==> config.mk <==
export PLATFORM = sky130hd
export DESIGN_NAME = file_response_stream_parser_top
export DESIGN_NICKNAME = d
export VERILOG_FILES = /design/src/rtl/core/frsp_pkg.sv /design/src/rtl/core/file_response_stream_parser_top.sv /design/src/rtl/core/frsp_front.sv /design/src/rtl/core/frsp_back.sv
export SDC_FILE = /design/constraint.sdc
export NUM_CORES = 1
export LEC_CHECK = 0
export BUFFER_PORTS_ARGS = -buffer_cell sky130_fd_sc_hd__buf_2
export CAP_MARGIN = 20
export CELL_PAD_IN_SITES_DETAIL_PLACEMENT = 0
export CELL_PAD_IN_SITES_GLOBAL_PLACEMENT = 1
export CORE_UTILIZATION = 45
export CTS_CLUSTER_DIAMETER = 80
export CTS_CLUSTER_SIZE = 8
export DETAILED_ROUTE_END_ITERATION = 16
export GPL_TIMING_DRIVEN = 0
export PLACE_DENSITY_LB_ADDON = 0.2
export SLEW_MARGIN = 10
export SYNTH_ARGS = -nofsm -noshare
export SYNTH_HDL_FRONTEND = slang
export SYNTH_SLANG_ARGS = --single-unit
==> constraint.sdc <==
create_clock -name clk -period 18.1 [get_ports clk]
set_input_delay 5.43 -clock clk [delete_from_list [all_inputs] [get_ports clk]]
set_output_delay 5.43 -clock clk [all_outputs]
set_load 0.02 [all_outputs]
==> src/rtl/core/frsp_pkg.sv <==
`timescale 1ns / 1ps
// Shared types, constants and text-matching functions for the file response parser.
// Used by the front, back, top level and checker; depends on nothing else.
package frsp_pkg;

  localparam logic [2:0] ST_PENDING   = 3'd0;
  localparam logic [2:0] ST_OK        = 3'd1;
  localparam logic [2:0] ST_NOT_FOUND = 3'd2;
  localparam logic [2:0] ST_ERROR     = 3'd3;
  localparam logic [2:0] ST_INVALID   = 3'd4;

  localparam logic [7:0] CH_SPACE = 8'h20;
  localparam logic [7:0] CH_CR    = 8'h0D;
  localparam logic [7:0] CH_LF    = 8'h0A;
  localparam logic [7:0] CH_ZERO  = 8'h30;
  localparam logic [7:0] CH_NINE  = 8'h39;

  localparam logic [3:0] SCHEME_LEN = 4'd7;
  localparam logic [3:0] INDEX_MAX  = 4'd15;
  localparam logic [3:0] OK_LEN     = 4'd2;

  typedef enum logic [7:0] {
    PH_PRE_SCHEME = 8'b0000_0001,
    PH_SCHEME     = 8'b0000_0010,
    PH_PRE_STATUS = 8'b0000_0100,
    PH_STATUS     = 8'b0000_1000,
    PH_PRE_SIZE   = 8'b0001_0000,
    PH_SIZE       = 8'b0010_0000,
    PH_TERM       = 8'b0100_0000,
    PH_CONTENT    = 8'b1000_0000
  } phase_t;

  // One received beat after classification by the front end.
  typedef struct packed {
    logic       mode;
    logic [7:0] data;
    logic       is_space;
    logic       is_cr;
    logic       is_lf;
    logic       is_digit;
    logic [3:0] digit;
  } item_t;

  function automatic logic [7:0] scheme_char(input logic [3:0] i);
    logic [55:0] t;
    t = "GETFILE";
    if (i >= SCHEME_LEN) begin
      return 8'h00;
    end
    return t[8 * (6 - int'(i)) +: 8];
  endfunction

  function automatic logic [3:0] status_len(input logic [1:0] k);
    case (k)
      2'd0: return 4'd2;
      2'd1: return 4'd14;
      2'd2: return 4'd5;
      default: return 4'd7;
    endcase
  endfunction

  function automatic logic [7:0] status_char(input logic [1:0] k, input logic [3:0] i);
    logic [111:0] t;
    case (k)
      2'd0: t = {"OK", 96'h0};
      2'd1: t = {"FILE_", "NOT_FOUND"};
      2'd2: t = {"ERROR", 72'h0};
      default: t = {"INVALID", 56'h0};
    endcase
    if (i > 4'd13) begin
      return 8'h00;
    end
    return t[8 * (13 - int'(i)) +: 8];
  endfunction

  function automatic logic [2:0] status_code(input logic [1:0] k);
    case (k)
      2'd0: return ST_OK;
      2'd1: return ST_NOT_FOUND;
      2'd2: return ST_ERROR;
      default: return ST_INVALID;
    endcase
  endfunction

endpackage

==> src/rtl/core/file_response_stream_parser_top.sv <==
`timescale 1ns / 1ps
// Top level of the file response stream parser: front end queue plus back end parser.
// Depends on frsp_pkg, frsp_front and frsp_back.
//
// Usage: each input beat carries either one received byte (mode 0, rx_byte) or a
// connection-closed event (mode 1). Every input beat produces exactly one output beat
// that reports whether the byte was passed on as file content, plus the running report:
// done flag, status code, failure flag, parsed file size and content bytes so far.
// Both channels use valid/ready; a beat moves when valid and ready are high together.
// Throughput is one beat per cycle while the receiver does not stall the output; the back
// end parser updates its state as each beat is popped. An accepted beat is registered in
// the two-entry front queue and then in the back end output register before output valid.
// When the receiver stalls, the output register holds its beat and the front queue
// keeps accepting until both of its entries are full; then in_ready drops.
// Reset (rst, synchronous, active high) empties the queue, clears the output valid flag
// and returns the parser to the state before the scheme token with nothing received.
// HEADER_MAX sets the longest header accepted, in bytes (32 to 1024).
module file_response_stream_parser_top #(
  parameter int HEADER_MAX = 512
) (
  input  logic        clk,
  input  logic        rst,
  input  logic        in_valid,
  output logic        in_ready,
  input  logic        mode,
  input  logic [7:0]  rx_byte,
  output logic        out_valid,
  input  logic        out_ready,
  output logic        content_valid,
  output logic [7:0]  content_byte,
  output logic        done_res,
  output logic [2:0]  status,
  output logic        transfer_failed,
  output logic [31:0] parsed_size,
  output logic [31:0] content_total
);

  // Classified bytes cross from the front end to the back end through this queue port.
  logic            q_valid;
  logic            q_pop;
  frsp_pkg::item_t q_item;

  frsp_front u_front (
    .clk      (clk),
    .rst      (rst),
    .in_valid (in_valid),
    .in_ready (in_ready),
    .mode     (mode),
    .rx_byte  (rx_byte),
    .q_valid  (q_valid),
    .q_item   (q_item),
    .q_pop    (q_pop)
  );

  // The back end pops a beat whenever its output register is free or being drained.
  frsp_back #(
    .HEADER_MAX (HEADER_MAX)
  ) u_back (
    .clk             (clk),
    .rst             (rst),
    .q_valid         (q_valid),
    .q_item          (q_item),
    .q_pop           (q_pop),
    .out_valid       (out_valid),
    .out_ready       (out_ready),
    .content_valid   (content_valid),
    .content_byte    (content_byte),
    .done_res        (done_res),
    .status          (status),
    .transfer_failed (transfer_failed),
    .parsed_size     (parsed_size),
    .content_total   (content_total)
  );

endmodule

==> src/rtl/core/frsp_front.sv <==
`timescale 1ns / 1ps
// Front end: accepts input beats, classifies each byte and holds it in a two-entry queue.
// Depends on frsp_pkg.
module frsp_front (
  input  logic           clk,
  input  logic           rst,
  input  logic           in_valid,
  output logic           in_ready,
  input  logic           mode,
  input  logic [7:0]     rx_byte,
  output logic           q_valid,
  output frsp_pkg::item_t q_item,
  input  logic           q_pop
);

  frsp_pkg::item_t slots [2];
  frsp_pkg::item_t cls;
  logic            wr_ptr;
  logic            rd_ptr;
  logic [1:0]      count;
  logic            push;

  always_comb begin
    cls.mode     = mode;
    cls.data     = rx_byte;
    cls.is_space = (rx_byte == frsp_pkg::CH_SPACE);
    cls.is_cr    = (rx_byte == frsp_pkg::CH_CR);
    cls.is_lf    = (rx_byte == frsp_pkg::CH_LF);
    cls.is_digit = (rx_byte >= frsp_pkg::CH_ZERO) && (rx_byte <= frsp_pkg::CH_NINE);
    cls.digit    = rx_byte[3:0];
  end

  assign in_ready = (count != 2'd2);
  assign push     = in_valid && in_ready;
  assign q_valid  = (count != 2'd0);
  assign q_item   = slots[rd_ptr];

  always_ff @(posedge clk) begin
    if (push) begin
      slots[wr_ptr] <= cls;
    end
  end

  always_ff @(posedge clk) begin
    if (rst) begin
      wr_ptr <= 1'b0;
      rd_ptr <= 1'b0;
      count  <= 2'd0;
    end else begin
      if (push) begin
        wr_ptr <= ~wr_ptr;
      end
      if (q_pop) begin
        rd_ptr <= ~rd_ptr;
      end
      count <= count + {1'b0, push} - {1'b0, q_pop};
    end
  end

endmodule

==> src/rtl/core/frsp_back.sv <==
`timescale 1ns / 1ps
// Back end: header parser state machine, content counter and the output register.
// Depends on frsp_pkg; takes classified beats from frsp_front.
module frsp_back #(
  parameter int HEADER_MAX = 512
) (
  input  logic            clk,
  input  logic            rst,
  input  logic            q_valid,
  input  frsp_pkg::item_t q_item,
  output logic            q_pop,
  output logic            out_valid,
  input  logic            out_ready,
  output logic            content_valid,
  output logic [7:0]      content_byte,
  output logic            done_res,
  output logic [2:0]      status,
  output logic            transfer_failed,
  output logic [31:0]     parsed_size,
  output logic [31:0]     content_total
);

  localparam int HL_W = $clog2(HEADER_MAX + 1);

  frsp_pkg::phase_t phase, phase_next;
  logic [3:0]       token_index, token_index_next;
  logic [3:0]       status_candidates, status_candidates_next;
  logic [1:0]       terminator_match, terminator_match_next;
  logic [31:0]      size_accumulator, size_accumulator_next;
  logic [31:0]      content_count, content_count_next;
  logic [HL_W-1:0]  header_length, header_length_next;
  logic [2:0]       result_code, result_code_next;
  logic             finished, finished_next;

  logic             cv;
  logic             pre;
  logic [3:0]       eff_ti;
  logic [3:0]       eff_cand;
  logic [3:0]       keep;
  logic             cr_hit;
  logic [1:0]       cr_k;
  logic             hc_hit;
  logic [1:0]       hc_k;
  logic [35:0]      size_mac;
  logic             failed;
  logic [7:0]       c;

  assign q_pop = q_valid && (!out_valid || out_ready);
  assign c     = q_item.data;

  always_comb begin
    phase_next             = phase;
    token_index_next       = token_index;
    status_candidates_next = status_candidates;
    terminator_match_next  = terminator_match;
    size_accumulator_next  = size_accumulator;
    content_count_next     = content_count;
    header_length_next     = header_length;
    result_code_next       = result_code;
    finished_next          = finished;
    cv                     = 1'b0;

    // The "pre" phases hand a non-space byte to the token phase that follows them.
    pre = (phase == frsp_pkg::PH_PRE_SCHEME) || (phase == frsp_pkg::PH_PRE_STATUS)
       || (phase == frsp_pkg::PH_PRE_SIZE);
    eff_ti   = pre ? 4'd0 : token_index;
    eff_cand = (phase == frsp_pkg::PH_PRE_STATUS) ? 4'hF : status_candidates;

    keep   = 4'd0;
    cr_hit = 1'b0;
    cr_k   = 2'd1;
    hc_hit = 1'b0;
    hc_k   = 2'd0;
    for (int k = 0; k < 4; k++) begin
      keep[k] = eff_cand[k] && (eff_ti < frsp_pkg::status_len(2'(k)))
             && (frsp_pkg::status_char(2'(k), eff_ti) == c);
    end
    for (int k = 3; k >= 1; k--) begin
      if (eff_cand[k] && frsp_pkg::status_len(2'(k)) == eff_ti) begin
        cr_hit = 1'b1;
        cr_k   = 2'(k);
      end
    end
    for (int k = 3; k >= 0; k--) begin
      if (status_candidates[k]) begin
        hc_hit = 1'b1;
        hc_k   = 2'(k);
      end
    end
    size_mac = {1'b0, size_accumulator, 3'b000} + {3'b000, size_accumulator, 1'b0}
             + {32'd0, q_item.digit};

    if (q_pop && !finished) begin
      if (q_item.mode) begin
        if (phase != frsp_pkg::PH_CONTENT) begin
          result_code_next = frsp_pkg::ST_INVALID;
        end
        finished_next = 1'b1;
      end else if (phase == frsp_pkg::PH_CONTENT) begin
        if (content_count < size_accumulator) begin
          cv                 = 1'b1;
          content_count_next = content_count + 32'd1;
        end
        if (content_count_next >= size_accumulator) begin
          finished_next = 1'b1;
        end
      end else if (header_length >= HL_W'(HEADER_MAX)) begin
        result_code_next = frsp_pkg::ST_INVALID;
        finished_next    = 1'b1;
      end else begin
        header_length_next = header_length + HL_W'(1);
        case (phase)
          frsp_pkg::PH_PRE_SCHEME, frsp_pkg::PH_SCHEME: begin
            if (!(pre && q_item.is_space)) begin
              phase_next       = frsp_pkg::PH_SCHEME;
              token_index_next = eff_ti;
              if (eff_ti < frsp_pkg::SCHEME_LEN && c == frsp_pkg::scheme_char(eff_ti)) begin
                token_index_next = eff_ti + 4'd1;
              end else if (eff_ti == frsp_pkg::SCHEME_LEN && q_item.is_space) begin
                phase_next = frsp_pkg::PH_PRE_STATUS;
              end else begin
                result_code_next = frsp_pkg::ST_INVALID;
                finished_next    = 1'b1;
              end
            end
          end
          frsp_pkg::PH_PRE_STATUS, frsp_pkg::PH_STATUS: begin
            if (!(pre && q_item.is_space)) begin
              phase_next             = frsp_pkg::PH_STATUS;
              token_index_next       = eff_ti;
              status_candidates_next = eff_cand;
              if (q_item.is_space) begin
                if (eff_ti == frsp_pkg::OK_LEN && eff_cand[0]) begin
                  phase_next            = frsp_pkg::PH_PRE_SIZE;
                  size_accumulator_next = 32'd0;
                  token_index_next      = 4'd0;
                end else begin
                  result_code_next = frsp_pkg::ST_INVALID;
                  finished_next    = 1'b1;
                end
              end else if (q_item.is_cr) begin
                if (cr_hit) begin
                  status_candidates_next = 4'(1) << cr_k;
                  phase_next             = frsp_pkg::PH_TERM;
                  terminator_match_next  = 2'd1;
                end else begin
                  result_code_next = frsp_pkg::ST_INVALID;
                  finished_next    = 1'b1;
                end
              end else begin
                status_candidates_next = keep;
                if (keep == 4'd0) begin
                  result_code_next = frsp_pkg::ST_INVALID;
                  finished_next    = 1'b1;
                end else if (eff_ti < frsp_pkg::INDEX_MAX) begin
                  token_index_next = eff_ti + 4'd1;
                end
              end
            end
          end
          frsp_pkg::PH_PRE_SIZE, frsp_pkg::PH_SIZE: begin
            if (!(pre && q_item.is_space)) begin
              phase_next       = frsp_pkg::PH_SIZE;
              token_index_next = eff_ti;
              if (q_item.is_digit) begin
                if (size_mac[35:32] != 4'd0) begin
                  result_code_next = frsp_pkg::ST_INVALID;
                  finished_next    = 1'b1;
                end else begin
                  size_accumulator_next = size_mac[31:0];
                  if (eff_ti < frsp_pkg::INDEX_MAX) begin
                    token_index_next = eff_ti + 4'd1;
                  end
                end
              end else if (q_item.is_cr && eff_ti != 4'd0) begin
                status_candidates_next = 4'd1;
                phase_next             = frsp_pkg::PH_TERM;
                terminator_match_next  = 2'd1;
              end else begin
                result_code_next = frsp_pkg::ST_INVALID;
                finished_next    = 1'b1;
              end
            end
          end
          frsp_pkg::PH_TERM: begin
            // Odd positions of the terminator expect LF, even ones CR.
            if ((terminator_match[0] && q_item.is_lf) || (!terminator_match[0] && q_item.is_cr))
            begin
              terminator_match_next = terminator_match + 2'd1;
              if (terminator_match == 2'd3) begin
                if (!hc_hit) begin
                  result_code_next = frsp_pkg::ST_INVALID;
                  finished_next    = 1'b1;
                end else begin
                  result_code_next = frsp_pkg::status_code(hc_k);
                  if (hc_k == 2'd0 && size_accumulator != 32'd0) begin
                    phase_next = frsp_pkg::PH_CONTENT;
                  end else begin
                    finished_next = 1'b1;
                  end
                end
              end
            end else begin
              result_code_next = frsp_pkg::ST_INVALID;
              finished_next    = 1'b1;
            end
          end
          default: begin
          end
        endcase
      end
    end

    failed = finished_next && ((result_code_next == frsp_pkg::ST_INVALID)
          || (result_code_next == frsp_pkg::ST_OK
              && content_count_next != size_accumulator_next));
  end

  always_ff @(posedge clk) begin
    if (rst) begin
      phase             <= frsp_pkg::PH_PRE_SCHEME;
      token_index       <= 4'd0;
      status_candidates <= 4'hF;
      terminator_match  <= 2'd0;
      size_accumulator  <= 32'd0;
      content_count     <= 32'd0;
      header_length     <= '0;
      result_code       <= frsp_pkg::ST_PENDING;
      finished          <= 1'b0;
      out_valid         <= 1'b0;
    end else begin
      phase             <= phase_next;
      token_index       <= token_index_next;
      status_candidates <= status_candidates_next;
      terminator_match  <= terminator_match_next;
      size_accumulator  <= size_accumulator_next;
      content_count     <= content_count_next;
      header_length     <= header_length_next;
      result_code       <= result_code_next;
      finished          <= finished_next;
      if (q_pop) begin
        out_valid <= 1'b1;
      end else if (out_ready) begin
        out_valid <= 1'b0;
      end
    end
  end

  always_ff @(posedge clk) begin
    if (q_pop) begin
      content_valid   <= cv;
      content_byte    <= cv ? c : 8'h00;
      done_res        <= finished_next;
      status          <= result_code_next;
      transfer_failed <= failed;
      parsed_size     <= (result_code_next == frsp_pkg::ST_OK) ? size_accumulator_next : 32'd0;
      content_total   <= content_count_next;
    end
  end

endmodule

==> impl_metrics.py <==
metrics = {
    "worst_setup_path": {
        "worstPathRequired_ns": 18.38,
        "reg2reg_depth": 20,
        "r2r-end": "u_back.transfer_failed",
        "arrival_ns": 10.23,
        "start_kind": "primary input",
        "critPathCaptureType": "flop",
        "critPathMaxFanout": 21,
        "path_class": "primary input to flop",
        "ff2ff_setup_slack_ns": 9.78,
    },
    "sta": {
        "finalSetupTns_ns": 0,
        "rsz0062_at_grt": "no",
        "drv_slew": 0,
        "max-slew-margin-rel": 0.181,
        "setup_viol": 0,
        "min_period_ns": 9.96,
        "timing.hold.ws_ns": 0.471,
        "hold_viol": 0,
        "skew_ns": 0.0216,
        "timing_worst_slew_pin_value_ns": 1.19,
        "fin_crit_sh": 0.550,
        "fmax_mhz": 100,
    },
    "grt": {
        "antenna_found_initial": 0,
        "grt_start_max_net_pins": 37,
        "grt_overflow": 0,
        "grt_pass1_wl_um": 88600,
        "grt_pass1_vias": 14700,
        "globalRouteTotalUtil": 0.323,
    },
    "drt": {
        "routed_wl_um": 58500,
        "vias": 15500,
        "drt_iter0_drc": 1400,
        "vias_per_cell": 6.29,
        "drc": 0,
        "avgRoutedWirePerCell_um": 23.7,
        "ant_nets": 0,
        "dr.pass1.iters": 5,
    },
    "synth": {
        "syn_nets": 2023,
        "syn_area_per_cell_um2": 8.51,
        "synth_edf_count": 104,
        "syn_area_mm2": 0.0159,
        "ys_seq_area_frac": 0.326,
        "ys_types": 100,
        "synthFlopType": "edfxtp_1",
        "synthArstFlopShare": 0,
        "ys_ff_latch": 206,
        "syn_inst": 1864,
        "yosysWarnings": 0,
    },
    "layout": {
        "most-common-layout-cells": "260 x nor2_1, 144 x ha_1, 126 x nand2_1",
        "layout_commonest_cell": "nor2_1",
        "drive_gt1_frac": 0.101,
        "layout.cells.non_filler": 2472,
        "area_growth_pct": 12.4,
        "fin_area_mm2": 0.0178,
        "num_antenna_cells": 0,
        "nets": 2155,
        "nFillCells": 3344,
    },
    "hold_path": {
        "hp-class": "flop to flop",
        "min_path_cells": 2,
        "hold_end": "u_back.terminator_match[1]",
        "min_from": "u_back.terminator_match[1]",
    },
    "die": {
        "die_area_mm2": 0.0360,
        "core_area_mm2": 0.0346,
        "io_pins": 93,
        "die-height_um": 190,
        "rows": 68,
        "fp.dieW_um": 190,
        "start_util": 0.458,
    },
    "placed_design": {
        "gp_congestion": 0.996,
        "place_area_mm2": 0.0169,
        "placed_cells": 2414,
        "io_buffers": 91,
        "hpwlAfterDp_um": 46000,
    },
    "power_and_ir_drop": {
        "fin_total_pwr_mw": 1.70,
        "ir_worst_vdd_v": 0.0000764,
        "p_int_mw": 1.07,
        "power_per_cell_area_mw_per_mm2": 95.5,
        "leakage_nw": 7.39,
        "sw_frac_of_total": 0.373,
        "clkPwrFrac": 0.305,
        "comb_power_share": 0.336,
        "netSwitchingPower_mw": 0.634,
        "p_seq_frac": 0.360,
    },
    "outcome": {
        "outcome": "complete, no violations",
    },
    "clocking": {
        "h-tree-depth": 1,
        "postCtsResizedCells": 0,
        "cts_tree": "built",
        "insertion_delay_ns": 0.57,
        "postCtsSetupBuffers": 0,
        "holdBufCountCts": 0,
        "clock_sinks": 206,
        "clock_path_buffers": 3,
        "cts_inserted_buffers": 30,
        "cts-root-buf": "clkbuf_16",
        "clk_pin_slew_worst_paths_ns": 0.05,
    },
    "run": {
        "cap_violations": 0,
    },
}
==> worst max-delay path by stage <==
stage	endpoint	slack, ns	startpoint	cells after the start
after floorplan	u_back.transfer_failed	6.15	out_ready	13
after global placement	u_back.transfer_failed	2.59	out_ready	14
after detailed placement	u_back.transfer_failed	7.65	out_ready	14
after CTS	u_back.transfer_failed	8.21	out_ready	14
after global routing	u_back.transfer_failed	7.96	out_ready	14
final	u_back.transfer_failed	8.14	out_ready	14
==> final cells by class <==
type	instances	area, um^2	share of cell area
plain buffers	88	392	0.0220
clock buffers	50	826	0.0463
clock inverters	3	30.0	0.00168
inverters	107	402	0.0225
multi-input cells	1463	9910	0.556
flip-flops and latches	206	5160	0.290
well taps	455	569	0.0319
repair buffers	100	534	0.0300
==> flip-flops by register name, summed over array words and instances (netlist names), named ones only <==
signal / flops
u_back.result_code: 3
u_front.slots: 26
u_front.rd_ptr: 1
u_back.content_total: 32
u_front.wr_ptr: 1
u_back.status_candidates: 4
u_back.phase: 8
u_back.terminator_match: 2
u_back.size_accumulator: 32
u_front.count: 2
u_back.content_count: 32
u_back.header_length: 10
u_back.parsed_size: 32
u_back.status: 3
u_back.token_index: 4
u_back.content_byte: 8
u_back.done_res: 1
u_back.transfer_failed: 1
u_back.out_valid: 1
u_back.finished: 1
u_back.content_valid: 1
==> logic make-up (layout without fill, tap and decap cells) <==
group | Yosys count | in the layout | share of synthesized area
AOI/OAI and AO/OA | 437 | 437 | 0.189
and+or+nand+nor | 742 | 742 | 0.240
xor gates and xnor gates | 109 | 109 | 0.0607
buffers and inverters | 195 | 348 | 0.0500
DFF | 206 | 206 | 0.326
muxes | 29 | 29 | 0.0187
adders and majority gates | 146 | 146 | 0.116
==> metal layers <==
layer,routed length (um),GRT usage,up-vias
met5,0,0,-
met4,3520,0.185,0
met3,3990,0.0365,200
met2,27300,0.537,745
met1,23700,0.406,7395
li1,-,-,7201
==> critical path, stage by stage <==
cell and delay [ns]:
buf_2 0.07, nor2b_1 0.07, nor2_4 0.63, nand3_4 0.28
or3_1 0.38, clkbuf_1 0.33, mux2i_1 0.29, a2111oi_0 0.58
a41oi_1 0.28, a2111o_1 0.46, nor4_2 0.32, nand4_1 0.21
o31ai_1 0.68, a211oi_1 0.20
==> synthesized netlist by cell type (13+ instances only) <==
library cell / instances / area (um^2)
ha_1: 144 / 1800
a211oi_1: 19 / 143
o211ai_1: 15 / 113
nand4_1: 48 / 300
nor2_1: 261 / 980
o21ai_0: 70 / 350
nor2b_1: 21 / 131
xor2_1: 48 / 420
xnor2_1: 60 / 526
or4_1: 14 / 105
buf_2: 13 / 65.1
a22oi_1: 21 / 158
nor4_1: 46 / 288
clkbuf_1: 60 / 225
nand2b_1: 16 / 100
a31oi_1: 16 / 100
dfxtp_1: 102 / 2040
o31ai_1: 17 / 128
a21oi_1: 113 / 566
inv_1: 106 / 398
nand2_1: 126 / 473
mux2i_1: 24 / 240
edfxtp_1: 104 / 3120
nand3_1: 52 / 260
nor3_1: 50 / 250
and3_1: 23 / 144
a21o_1: 24 / 180
==> metrics by stage <==
stage	worst slack, ns	util
2_1_floorplan	6.15	-
3_3_place_gp	2.59	0.488
3_5_place_dp	7.65	0.489
4_1_cts	8.21	0.514
5_1_grt	7.96	0.515
6_report	8.14	0.515
==> power by group through the flow <==
stage	clock [mW]	combinational, mW	sequential (mW)
6_report	0.519	0.571	0.612
5_1_grt	0.542	0.609	0.620
4_1_cts	0.526	0.564	0.614
3_5_place_dp	0	0.562	0.622
3_3_place_gp	0	0.548	0.634
2_1_floorplan	0	0.296	0.704
Power figures use the tool's default switching activity.
